==> src/hw/rtl/rcpp_pkg.sv <==
// ----------------------------------------------------------------------------
// rcpp_pkg: RTCP compound packet parser shared types and constants
// Header check codes, parse phases, walk state and result item layout.
// ----------------------------------------------------------------------------
`default_nettype none

package rcpp_pkg;

  localparam logic [10:0] MAX_PACKET_BYTES = 11'd1460;
  localparam logic [7:0]  OVERHEAD_RESET   = 8'd28;

  localparam logic [7:0]  PT_SR   = 8'd200;
  localparam logic [7:0]  PT_SDES = 8'd202;

  // first header: version 2, no padding, type SR or RR (bit 16 ignored)
  localparam logic [31:0] HDR_FIRST_MASK = 32'hE0FE_0000;
  localparam logic [31:0] HDR_FIRST_VAL  = 32'h80C8_0000;
  localparam logic [31:0] HDR_VER_MASK   = 32'hC000_0000;
  localparam logic [31:0] HDR_VER_VAL    = 32'h8000_0000;

  // sender info after the SR sender SSRC: NTP pair, RTP stamp, two counts
  localparam logic [17:0] SR_INFO_BYTES  = 18'd20;

  localparam int FIFO_DEPTH = 4;
  localparam int FIFO_AW    = 2;

  typedef enum logic [3:0] {
    PH_HEADER    = 4'd0,
    PH_SR_SSRC   = 4'd1,
    PH_SR_NTPH   = 4'd2,
    PH_SR_NTPL   = 4'd3,
    PH_SR_RTP    = 4'd4,
    PH_SKIP      = 4'd5,
    PH_SDES_SSRC = 4'd6,
    PH_SDES_ITEM = 4'd7,
    PH_FIRST     = 4'd8
  } rcpp_phase_t;

  typedef struct packed {
    logic [17:0] sub_bytes_left;
    logic [4:0]  sub_count;
    rcpp_phase_t field_phase;
    logic [15:0] skip_words;
  } rcpp_walk_t;

  typedef struct packed {
    logic        result_kind;
    logic [31:0] sender_ssrc;
    logic [31:0] ntp_high;
    logic [31:0] ntp_low;
    logic [31:0] rtp_stamp;
    logic [10:0] received_size;
    logic        accepted;
    logic        last_of_run;
  } rcpp_result_t;

  typedef struct packed {
    logic [1:0]   count;
    rcpp_result_t res0;
    rcpp_result_t res1;
  } rcpp_push_t;

endpackage

`default_nettype wire

==> src/hw/rtl/rcpp_out_fifo.sv <==
// ----------------------------------------------------------------------------
// rcpp_out_fifo: result item queue
// Four-entry queue taking up to two result items per cycle, one out per cycle while out_ready is high.
// ----------------------------------------------------------------------------
`default_nettype none

module rcpp_out_fifo (
  input  wire logic                  clk,
  input  wire logic                  rst_n,
  input  wire rcpp_pkg::rcpp_push_t  push,
  output logic                       room,
  output logic                       out_valid,
  input  wire logic                  out_ready,
  output rcpp_pkg::rcpp_result_t     out_item
);
  import rcpp_pkg::*;

  rcpp_result_t       mem [FIFO_DEPTH];
  logic [FIFO_AW-1:0] wr_ptr_r, wr_ptr_nxt;
  logic [FIFO_AW-1:0] rd_ptr_r, rd_ptr_nxt;
  logic [FIFO_AW:0]   count_r,  count_nxt;
  logic               pop;

  assign pop       = out_valid && out_ready;
  assign out_valid = (count_r != '0);
  assign out_item  = mem[rd_ptr_r];
  // two free slots needed: one word can yield two items
  assign room      = (count_r <= (FIFO_AW+1)'(FIFO_DEPTH - 2));

  always_comb begin
    wr_ptr_nxt = wr_ptr_r + FIFO_AW'(push.count);
    rd_ptr_nxt = rd_ptr_r + FIFO_AW'(pop);
    count_nxt  = count_r + (FIFO_AW+1)'(push.count) - (FIFO_AW+1)'(pop);
  end

  always_ff @(posedge clk) begin
    if (!rst_n) begin
      wr_ptr_r <= '0;
      rd_ptr_r <= '0;
      count_r  <= '0;
    end else begin
      wr_ptr_r <= wr_ptr_nxt;
      rd_ptr_r <= rd_ptr_nxt;
      count_r  <= count_nxt;
    end
  end

  always_ff @(posedge clk) begin
    if (push.count != 2'd0) begin
      mem[wr_ptr_r] <= push.res0;
    end
    if (push.count == 2'd2) begin
      mem[wr_ptr_r + FIFO_AW'(1)] <= push.res1;
    end
  end

endmodule

`default_nettype wire

==> src/hw/rtl/rcpp_parse.sv <==
// ----------------------------------------------------------------------------
// rcpp_parse: packet word register and header walk
// Registers each word, walks the sub-packet headers and forms result items.
// ----------------------------------------------------------------------------
`default_nettype none

module rcpp_parse (
  input  wire logic                 clk,
  input  wire logic                 rst_n,
  input  wire logic                 in_valid,
  output logic                      in_ready,
  input  wire logic [31:0]          in_word,
  input  wire logic                 in_first,
  input  wire logic                 in_final,
  input  wire logic [10:0]          in_bytes,
  input  wire logic                 cfg_wr_en,
  input  wire logic [7:0]           cfg_wr_data,
  input  wire logic                 room,
  output rcpp_pkg::rcpp_push_t      push
);
  import rcpp_pkg::*;

  // word register
  logic        vld_r;
  logic [31:0] word_r;
  logic        first_r;
  logic        final_r;
  logic [10:0] bytes_r;
  logic        fire;

  logic [7:0]  overhead_r;

  // walk state
  logic [10:0] bytes_left_r,  bytes_left_nxt;
  rcpp_walk_t  walk_r,        walk_nxt;
  logic [7:0]  sub_type_r,    sub_type_nxt;
  logic        stopped_r,     stopped_nxt;
  logic        header_ok_r,   header_ok_nxt;
  logic [31:0] last_ssrc_r,   last_ssrc_nxt;
  logic [31:0] ntp_high_r,    ntp_high_nxt;
  logic [31:0] ntp_low_r,     ntp_low_nxt;
  logic [10:0] size_held_r,   size_held_nxt;

  logic [10:0] rem;
  logic [17:0] len;
  logic [8:0]  item_size;
  logic        sr_emit;
  rcpp_result_t sr_res, sum_res;

  function automatic rcpp_walk_t end_sub(input rcpp_walk_t w);
    rcpp_walk_t o;
    o                = w;
    o.skip_words     = w.sub_bytes_left[17:2];
    o.sub_bytes_left = '0;
    o.sub_count      = '0;
    o.field_phase    = (o.skip_words != '0) ? PH_SKIP : PH_HEADER;
    return o;
  endfunction

  function automatic rcpp_walk_t next_chunk(input rcpp_walk_t w);
    rcpp_walk_t o;
    o = w;
    if (w.sub_count == '0 || w.sub_bytes_left < 18'd4) begin
      o = end_sub(w);
    end else begin
      o.sub_count      = w.sub_count - 5'd1;
      o.sub_bytes_left = w.sub_bytes_left - 18'd4;
      o.field_phase    = PH_SDES_SSRC;
    end
    return o;
  endfunction

  assign fire     = vld_r && room;
  assign in_ready = !vld_r || fire;

  always_ff @(posedge clk) begin
    if (!rst_n) begin
      vld_r <= 1'b0;
    end else if (in_ready) begin
      vld_r <= in_valid;
    end
  end

  always_ff @(posedge clk) begin
    if (in_ready && in_valid) begin
      word_r  <= in_word;
      first_r <= in_first;
      final_r <= in_final;
      bytes_r <= in_bytes;
    end
  end

  always_ff @(posedge clk) begin
    if (!rst_n) begin
      overhead_r <= OVERHEAD_RESET;
    end else if (cfg_wr_en) begin
      overhead_r <= cfg_wr_data;
    end
  end

  always_comb begin
    bytes_left_nxt = bytes_left_r;
    walk_nxt       = walk_r;
    sub_type_nxt   = sub_type_r;
    stopped_nxt    = stopped_r;
    header_ok_nxt  = header_ok_r;
    last_ssrc_nxt  = last_ssrc_r;
    ntp_high_nxt   = ntp_high_r;
    ntp_low_nxt    = ntp_low_r;
    size_held_nxt  = size_held_r;
    rem            = '0;
    len            = {word_r[15:0], 2'b00};
    item_size      = (9'd5 + {1'b0, word_r[23:16]}) & ~9'd3;
    sr_emit        = 1'b0;

    if (fire) begin
      if (first_r) begin
        bytes_left_nxt = (bytes_r > MAX_PACKET_BYTES) ? MAX_PACKET_BYTES : bytes_r;
        size_held_nxt  = bytes_left_nxt;
        walk_nxt       = '{sub_bytes_left: '0, sub_count: '0,
                           field_phase: PH_FIRST, skip_words: '0};
        sub_type_nxt   = '0;
        stopped_nxt    = 1'b0;
        header_ok_nxt  = 1'b0;
        last_ssrc_nxt  = '0;
        ntp_high_nxt   = '0;
        ntp_low_nxt    = '0;
      end

      if (!stopped_nxt) begin
        rem = bytes_left_nxt;
        if (rem < 11'd4) begin
          stopped_nxt = 1'b1;
        end else begin
          bytes_left_nxt = rem - 11'd4;
          case (walk_nxt.field_phase)
            PH_FIRST, PH_HEADER: begin
              if (walk_nxt.field_phase == PH_FIRST &&
                  (word_r & HDR_FIRST_MASK) != HDR_FIRST_VAL) begin
                stopped_nxt = 1'b1;
              end else if (walk_nxt.field_phase == PH_HEADER &&
                           (word_r & HDR_VER_MASK) != HDR_VER_VAL) begin
                stopped_nxt = 1'b1;
              end else if (len > {7'b0, rem - 11'd4}) begin
                if (walk_nxt.field_phase == PH_FIRST) begin
                  header_ok_nxt = 1'b1;
                end
                stopped_nxt = 1'b1;
              end else begin
                if (walk_nxt.field_phase == PH_FIRST) begin
                  header_ok_nxt = 1'b1;
                end
                sub_type_nxt            = word_r[23:16];
                walk_nxt.sub_count      = word_r[28:24];
                walk_nxt.sub_bytes_left = len;
                if (word_r[23:16] == PT_SR) begin
                  walk_nxt.sub_count = '0;
                  if (len < 18'd4) begin
                    walk_nxt = end_sub(walk_nxt);
                  end else begin
                    walk_nxt.sub_bytes_left = len - 18'd4;
                    walk_nxt.field_phase    = PH_SR_SSRC;
                  end
                end else if (word_r[23:16] == PT_SDES) begin
                  walk_nxt = next_chunk(walk_nxt);
                end else begin
                  walk_nxt = end_sub(walk_nxt);
                end
              end
            end
            PH_SR_SSRC: begin
              last_ssrc_nxt = word_r;
              if (walk_nxt.sub_bytes_left < SR_INFO_BYTES) begin
                walk_nxt = end_sub(walk_nxt);
              end else begin
                walk_nxt.sub_bytes_left = walk_nxt.sub_bytes_left - SR_INFO_BYTES;
                walk_nxt.field_phase    = PH_SR_NTPH;
              end
            end
            PH_SR_NTPH: begin
              ntp_high_nxt         = word_r;
              walk_nxt.field_phase = PH_SR_NTPL;
            end
            PH_SR_NTPL: begin
              ntp_low_nxt          = word_r;
              walk_nxt.field_phase = PH_SR_RTP;
            end
            PH_SR_RTP: begin
              sr_emit                 = 1'b1;
              // skip both report counts plus any report blocks
              walk_nxt.skip_words     = 16'd2 + walk_nxt.sub_bytes_left[17:2];
              walk_nxt.sub_bytes_left = '0;
              walk_nxt.sub_count      = '0;
              walk_nxt.field_phase    = PH_SKIP;
            end
            PH_SKIP: begin
              if (walk_nxt.skip_words != '0) begin
                walk_nxt.skip_words = walk_nxt.skip_words - 16'd1;
              end
              if (walk_nxt.skip_words == '0) begin
                walk_nxt = next_chunk(walk_nxt);
              end
            end
            PH_SDES_SSRC: begin
              last_ssrc_nxt = word_r;
              if (walk_nxt.sub_bytes_left < 18'd4) begin
                stopped_nxt = 1'b1;
              end else begin
                walk_nxt.field_phase = PH_SDES_ITEM;
              end
            end
            PH_SDES_ITEM: begin
              // stop the walk on an item that runs past its sub-packet
              if ({9'b0, item_size} > walk_nxt.sub_bytes_left) begin
                stopped_nxt = 1'b1;
              end else begin
                walk_nxt.sub_bytes_left = walk_nxt.sub_bytes_left - {9'b0, item_size};
                walk_nxt.skip_words     = {9'b0, item_size[8:2]} - 16'd1;
                if (walk_nxt.skip_words != '0) begin
                  walk_nxt.field_phase = PH_SKIP;
                end else begin
                  walk_nxt = next_chunk(walk_nxt);
                end
              end
            end
            default: begin
              stopped_nxt = 1'b1;
            end
          endcase
        end
      end

      if (final_r) begin
        stopped_nxt = 1'b1;
      end
    end
  end

  always_comb begin
    sr_res               = '0;
    sr_res.sender_ssrc   = last_ssrc_r;
    sr_res.ntp_high      = ntp_high_r;
    sr_res.ntp_low       = ntp_low_r;
    sr_res.rtp_stamp     = word_r;
    sr_res.last_of_run   = !final_r;

    sum_res               = '0;
    sum_res.result_kind   = 1'b1;
    sum_res.sender_ssrc   = header_ok_nxt ? last_ssrc_nxt : 32'd0;
    sum_res.received_size = size_held_nxt + {3'b0, overhead_r};
    sum_res.accepted      = header_ok_nxt;
    sum_res.last_of_run   = 1'b1;

    push       = '0;
    push.res0  = sr_emit ? sr_res : sum_res;
    push.res1  = sum_res;
    if (fire) begin
      push.count = {1'b0, sr_emit} + {1'b0, final_r};
    end
  end

  always_ff @(posedge clk) begin
    if (!rst_n) begin
      bytes_left_r <= '0;
      walk_r       <= '{sub_bytes_left: '0, sub_count: '0,
                        field_phase: PH_HEADER, skip_words: '0};
      sub_type_r   <= '0;
      stopped_r    <= 1'b1;
      header_ok_r  <= 1'b0;
      last_ssrc_r  <= '0;
      ntp_high_r   <= '0;
      ntp_low_r    <= '0;
      size_held_r  <= '0;
    end else begin
      bytes_left_r <= bytes_left_nxt;
      walk_r       <= walk_nxt;
      sub_type_r   <= sub_type_nxt;
      stopped_r    <= stopped_nxt;
      header_ok_r  <= header_ok_nxt;
      last_ssrc_r  <= last_ssrc_nxt;
      ntp_high_r   <= ntp_high_nxt;
      ntp_low_r    <= ntp_low_nxt;
      size_held_r  <= size_held_nxt;
    end
  end

endmodule

`default_nettype wire

==> src/hw/rtl/rtcp_compound_packet_parser.sv <==
// ----------------------------------------------------------------------------
// rtcp_compound_packet_parser: RTCP compound packet header walk
// Checks the first header, walks sub-packets, reports SR fields and a summary.
// ----------------------------------------------------------------------------
// Takes one 32-bit packet word per cycle while the queue has room. Each word
// is held in a word register and parsed from there; its result items (an SR
// report on the RTP timestamp word, a summary on the final word) go into a
// four-entry result queue. The input accepts a word whenever the queue has
// two free entries; a word that yields both an SR report and a summary is read
// out as two items. cfg_wr_data sets the IP plus UDP overhead added to the
// summary size (reset 28).
`default_nettype none

module rtcp_compound_packet_parser (
  input  wire logic         clk,
  input  wire logic         rst_n,
  input  wire logic         in_tvalid,
  output logic              in_tready,
  input  wire logic [47:0]  in_tdata,   // packet_word[31:0], packet_bytes[42:32]
  input  wire logic         in_tuser,   // first_word
  input  wire logic         in_tlast,   // final_word
  output logic              out_tvalid,
  input  wire logic         out_tready,
  output logic [143:0]      out_tdata,  // sender_ssrc[31:0], ntp_high[63:32],
                                        // ntp_low[95:64], rtp_stamp[127:96],
                                        // received_size[138:128], accepted[139]
  output logic              out_tuser,  // result_kind
  output logic              out_tlast,  // last_of_run
  input  wire logic         cfg_wr_en,
  input  wire logic [7:0]   cfg_wr_data
);
  import rcpp_pkg::*;

  rcpp_push_t   push;
  rcpp_result_t item;
  logic         room;

  rcpp_parse u_parse (
    .clk         (clk),
    .rst_n       (rst_n),
    .in_valid    (in_tvalid),
    .in_ready    (in_tready),
    .in_word     (in_tdata[31:0]),
    .in_first    (in_tuser),
    .in_final    (in_tlast),
    .in_bytes    (in_tdata[42:32]),
    .cfg_wr_en   (cfg_wr_en),
    .cfg_wr_data (cfg_wr_data),
    .room        (room),
    .push        (push)
  );

  rcpp_out_fifo u_fifo (
    .clk       (clk),
    .rst_n     (rst_n),
    .push      (push),
    .room      (room),
    .out_valid (out_tvalid),
    .out_ready (out_tready),
    .out_item  (item)
  );

  assign out_tdata = {4'b0, item.accepted, item.received_size, item.rtp_stamp,
                      item.ntp_low, item.ntp_high, item.sender_ssrc};
  assign out_tuser = item.result_kind;
  assign out_tlast = item.last_of_run;

endmodule

`default_nettype wire

==> config.mk <==
export PLATFORM = sky130hd
export DESIGN_NAME = rtcp_compound_packet_parser
export DESIGN_NICKNAME = d
export VERILOG_FILES = /design/src/hw/rtl/rcpp_pkg.sv /design/src/hw/rtl/rcpp_out_fifo.sv /design/src/hw/rtl/rcpp_parse.sv /design/src/hw/rtl/rtcp_compound_packet_parser.sv
export SDC_FILE = /design/constraint.sdc
export NUM_CORES = 2
export LEC_CHECK = 0
export BUFFER_PORTS_ARGS = -buffer_cell sky130_fd_sc_hd__buf_2
export CORE_MARGIN = 2
export CORE_UTILIZATION = 50
export CTS_BUF_LIST = sky130_fd_sc_hd__clkbuf_2 sky130_fd_sc_hd__clkbuf_4 sky130_fd_sc_hd__clkbuf_8
export CTS_CLUSTER_DIAMETER = 30
export CTS_CLUSTER_SIZE = 14
export DETAILED_ROUTE_END_ITERATION = 6
export GPL_TIMING_DRIVEN = 0
export PLACE_DENSITY_LB_ADDON = 0.12
export SLEW_MARGIN = 20
export SYNTH_ARGS = -nofsm -noshare
export SYNTH_HDL_FRONTEND = slang
export SYNTH_HIERARCHICAL = 1
export SYNTH_SLANG_ARGS = --single-unit
==> constraint.sdc <==
create_clock -name clk -period 12.6 [get_ports clk]
set_input_delay 1.26 -clock clk [delete_from_list [all_inputs] [get_ports clk]]
set_output_delay 1.26 -clock clk [all_outputs]
set_load 0.05 [all_outputs]
=== Word-level counts from Yosys, hierarchy flattened ===
Memory sizes are Yosys's and may differ from the RTL's. A register that Yosys moved wholly into a read port is not among the register bits.
Cells that the tools add are included.

* Register bits: 224
* RAM bits: 568
* Input bits: 63
* Output and inout port bits: 148
* Logic and storage cells: 177
* Memories kept: 1

{| class="wikitable"
|+ Memory list
! memory !! words !! width !! rd ports !! clocked after memory_dff !! write ports !! line !! RTL
|-
| u_fifo.mem || 4 || 142 || 1 || 1 || 2 || rcpp_out_fifo.sv:18 || <nowiki>rcpp_result_t mem [FIFO_DEPTH];</nowiki>
|}

* $add $sub $neg: 19
* Magnitude comparators: 9
* Eq/ne operators: 13
* Muxes and demuxes: 90
* Reductions and logical operators: 25

{| class="wikitable"
|+ Operators with widths
! operator !! number
|-
| $mux 43 || 11
|-
| $mux 32 || 14
|-
| $mux 16 || 11
|-
| $mux 142 || 1
|-
| $pmux 23 s5 || 1
|-
| $mux 27 || 3
|-
| $pmux 16 s5 || 1
|-
| $reduce_bool 16->1 || 5
|-
| $mux 11 || 7
|-
| $lt 18x3->1 const B || 3
|-
| $sub 18x3->18 const B || 3
|-
| $mux 18 || 2
|-
| $pmux 4 s8 || 1
|-
| $mux 1 || 26
|-
| $mux 23 || 1
|-
| $gt 18x11->1 || 1
|-
| $gt 9x18->1 || 1
|-
| $lt 18x5->1 const B || 1
|-
| $sub 18x5->18 const B || 1
|-
| $sub 18x9->18 || 1
|-
| $add 2x16->16 const A || 1
|-
| $eq 4x3->1 const B || 4
|-
| $eq 8x8->1 const B || 2
|-
| $logic_not 16->1 || 1
|-
| other kinds (35) || 53
|}

=== Logic depth before layout (Yosys ltp) ===
* Depth after elaboration: 14
* Depth in mapped cells: 27
* Mapped depth without buffers: 23

=== By module ===
The synthesis kept the hierarchy.

{| class="wikitable"
|+ By module, submodules not included
! module !! instances !! cells each !! area each (um^2) !! sequential area each (um^2)
|-
| rcpp_out_fifo || 1 || 1,423 || 27,671.5 || 17,196.5
|-
| rcpp_parse || 1 || 2,031 || 15,648.8 || 4,754.6
|-
| rtcp_compound_packet_parser || 1 || 5 || 33.8 || 0.0
|}

=== Worst setup path after synthesis ===
OpenSTA, ideal clock, no wires.

* Path type: flip-flop to flip-flop
* Start: register u_parse.first_r
* End: memory u_fifo/mem[2][0] (netlist name), enable pin
* Library setup time: 691 ps
* Arrival: 9,814 ps
* Data required time: 11,909 ps
* Path slack: 2,094 ps
* Stages on the path, launching flop included: 14
* Buffers on the path: 3
* Clock period less this slack: 10,506 ps
* Cell sequence: edfxtp_1 -> buf_2 -> clkbuf_1 -> nor3_1 -> a22oi_1 -> a31oi_1 -> a21oi_1 -> nand2_1 -> nor2_1 -> ha_1 -> and3_1 -> buf_2 -> or3b_2 -> a21oi_1

{| class="wikitable"
|+ RTL lines
! item !! line !! RTL
|-
| start: declaration || rcpp_parse.sv:26 || <nowiki>logic first_r;</nowiki>
|-
| start signal: assignment || rcpp_parse.sv:87 || <nowiki>first_r <= in_first;</nowiki>
|-
| end: declaration || rcpp_out_fifo.sv:18 ||
|}

=== Final worst setup path ===
* Start: register u_parse.first_r
* End: register u_parse/walk_r[35] (netlist name)

* Cells in the longest elaborated chain, start to end: 13
* Elaborated cells between the ends (all ways): 49
* Classes of those cells: add/sub (6); order compare (6); eq/ne (5); mux (23); reduce/logical (9)

{| class="wikitable"
|+ Ends and longest elaborated chain
! item !! line !! RTL
|-
| parallel branches: the longest is 12 deep, another holds $sub 18x9->18 || n/a ||
|-
| $mux 43 * || rcpp_parse.sv:130 || <nowiki>if (!stopped_nxt) begin</nowiki>
|-
| end signal: assignment || rcpp_parse.sv:265 || <nowiki>walk_r <= '{sub_bytes_left: '0, sub_count: '0,</nowiki>
|-
| end signal: assignment || rcpp_parse.sv:276 || <nowiki>walk_r <= walk_nxt;</nowiki>
|-
| end: declaration || rcpp_parse.sv:35 || <nowiki>rcpp_walk_t walk_r, walk_nxt;</nowiki>
|}

Every way passes the cells marked *. The select of a mux whose other input is x is not followed.
A chain may end at the register's enable or synchronous reset.

==> metrics <==
chip width=about 300 um; IO Pins=211; final hold slack=between 0.4 and 0.5 ns; fin crit share=between 70% and 80%; syn avg cell area=12.5 um2; layout cells sized above 1=34.9%; cts repair resizes=0; sw power=2600 uW; CP most frequent cell=clkbuf_1; cts hold-fix bufs=0; Nets=between 4000 and 5000; Synth Register Bits=790; Final ANT Viol Nets=0; vias in the first global route=about 31000; CTS tree=done; Startpoint Class=register; sw frac=about 33%; utilization after layout=around 60%; Flop pwr share=36.8%; Routed WL=around 140000 um; drt pass-1 iters=7; global route overflow=0; max-slew violation count=0; element type at the critical path end=register; Die Y=around 300 um; Synth cell types=100; internal power=5370 uW; Tmin final=roughly 9.7 ns; post-route cell area=51200 um2; CTS Buffer Depth=3; most frequent cells in the layout=edfxtp_1 (613), mux2_2 (489), nor2_1 (280), buf_2 (266), clkbuf_8 (195); root buf cell=clkbuf_8; Layout Skew=~0.032 ns; HP Class=register to register; mapped cell area=between 40000 and 50000 um2; DP Wirelength=approximately 97000 um; PwrDens=approximately 160 nW/um2; Top delay family on crit path=buffers and inverters; Via Count=~32000; Synth Flop Type=edfxtp_1; CP max stage delay=0.91 ns; combinational share of power=about a quarter; IO Port Bufs=200; max-cap check violation count=0; Crit-path slowest cell=clkbuf_1; Pleak=between 0.015 and 0.02 uW; failing checks=design-rule violations; Max Fclk=104 MHz; register area share after synthesis=between 50 and 60%; RSZ-0062 raised after global routing=false; Core Area=roughly 86000 um2; gr usage total=31.2%; initial antenna violation count=10; Buf/Inv on CP=9; Final Hold Vio Count=0; H-tree Lvls=4; Via density=between 6 and 7; placed cell area=47100 um2; # Post-CTS Setup Buffers=0; # rows=between 100 and 150; Tightest Pin Transition=~1.3 ns; Synth async-reset ratio=0%; Mapped Cells=~3500; Critical Path AT=a little over 10 ns; Syn-to-layout area delta=18.0%; Req. time, crit path=about 13 ns; Clock Power Share=approximately two fifths; Yosys warnings=6; drt wl/cell=between 20 and 30 um; Final TNS setup=0 ns; slew margin rel.=approximately 15%; drt drc=2; first-pass GRT wire length=around 200000 um; clk sinks=790; die area=about 89000 um2; Crit Path Max Fanout=10; Clk pin slew, worst setup/hold paths=~0.050 ns; VDD IR-drop max=approximately 0.10 mV; pin count of the biggest net entering global routing=between 40 and 50; Worst-Skew Late Latency=roughly 0.85 ns; endpoints failing setup=0; Initial Utilization=50.7%; first-iteration detailed-routing DRC count=around 3700; Placer Congestion=a little over 1; cts bufs inserted=approximately 170; run status=finished, violations left; Post-synth EDFFs=613; crit path kind=register to register; most common cell after layout, fill and taps aside=edfxtp_1
-- synthesized netlist by cell type (all sizes together) (25+ instances only) --
library cell / number / area [um2]
nand2: 162 / 608
nor3: 57 / 312
nand3: 42 / 210
nor2b: 30 / 188
and2: 30 / 188
and3: 108 / 676
a21oi: 103 / 519
a22o: 32 / 280
a22oi: 105 / 788
inv: 46 / 173
clkbuf: 152 / 571
mux4: 142 / 3200
o21ai: 87 / 435
buf: 211 / 1380
nand2b: 27 / 169
nor2: 283 / 1070
nor4: 33 / 270
xor2: 42 / 368
a211oi: 25 / 193
edfxtp: 613 / 18400
ha: 41 / 513
dfxtp: 177 / 3540
mux2: 569 / 6410
xnor2: 48 / 420
-- per-layer routing --
metal | routed length [um] | global-route usage (%) | vias up
met3 | 13000 | 6.43 | 374
met5 | 0 | 0 | -
li1 | - | - | 14177
met4 | 6180 | 13.8 | 0
met1 | 57300 | 42.6 | 15795
met2 | 63800 | 48.2 | 1694
-- power groups by stage --
stage	Clock, uW	Combinational, uW	Sequential [uW]
2_1_floorplan	0	1350	2970
3_3_place_gp	0	1830	3020
3_5_place_dp	0	1870	2990
4_1_cts	3210	1870	2930
5_1_grt	3330	1970	2940
6_report	3150	1880	2940
-- final timing paths --
| kind | depth (start not counted) | startpoint | slack [ns] | to |
|---|---|---|---|---|
| setup / recovery | 27 | u_parse/first_r$_DFFE_PP_ | 2.94 | u_parse/walk_r[35]$_SDFFE_PN0P_ |
| hold reg to reg | 2 | u_parse/bytes_left_r[0]$_SDFFE_PN0P_ | 0.45 | u_parse/bytes_left_r[0]$_SDFFE_PN0P_ |
| hold / removal | 2 | u_parse/bytes_left_r[0]$_SDFFE_PN0P_ | 0.45 | u_parse/bytes_left_r[0]$_SDFFE_PN0P_ |
| setup reg to reg | 27 | u_parse/first_r$_DFFE_PP_ | 2.94 | u_parse/walk_r[35]$_SDFFE_PN0P_ |
-- through the flow --
stage	setup slack [ns]	std cells	power, uW
2_1_floorplan	2.09	3558	4320
3_3_place_gp	-6.35	4902	4850
3_5_place_dp	3.69	4938	4850
4_1_cts	3.65	5264	8010
5_1_grt	3.05	5266	8240
6_report	2.94	5270	7970
-- layout make-up --
cell class                      instances  area (um2)
Sequential cell                       790       22000
Buffer                                363        1960
Fill cell                            7010       34400
Multi-Input combinational cell       2359       19700
Antenna cell                            6        15.0
Clock inverter                         99        1070
Timing Repair Buffer                  236        1920
Tap cell                             1144        1430
Inverter                               46         173
Clock buffer                          227        2920
-- cells by family (layout without fill, tap and decap cells) --
logic type | Yosys count | in the layout | synth area share (%)
AND/OR/NAND/NOR | 850 | 850 | 9.90
buffers and inverters | 409 | 971 | 4.89
adder cells (fa/ha/maj) | 44 | 44 | 1.32
other | 3 | 108 | 0.0260
flip-flops | 790 | 790 | 50.6
AO/OA/AOI/OAI | 538 | 538 | 8.65
XOR/XNOR | 92 | 92 | 1.92
multiplexers | 733 | 733 | 22.7
-- sequential cells by signal (all words and copies together) (netlist names) --
signal	flops
u_parse/ntp_high_r	32
u_fifo/rd_ptr_r	2
u_parse/ntp_low_r	32
u_parse/final_r	1
u_parse/first_r	1
u_parse/bytes_left_r	11
u_fifo/count_r	3
u_parse/walk_r	41
u_parse/vld_r	1
u_parse/bytes_r	11
u_parse/last_ssrc_r	32
u_parse/stopped_r	1
u_fifo/mem	568
u_parse/overhead_r	8
u_parse/size_held_r	11
u_fifo/wr_ptr_r	2
u_parse/word_r	32
u_parse/header_ok_r	1
-- tightest hold or removal path, cell delays in order, from the launching register on --
cell and delay, ns:
dfxtp_1 0.31, nand2_1 0.05, a21oi_1 0.05
No activity file was read; power rests on OpenSTA's default activity.
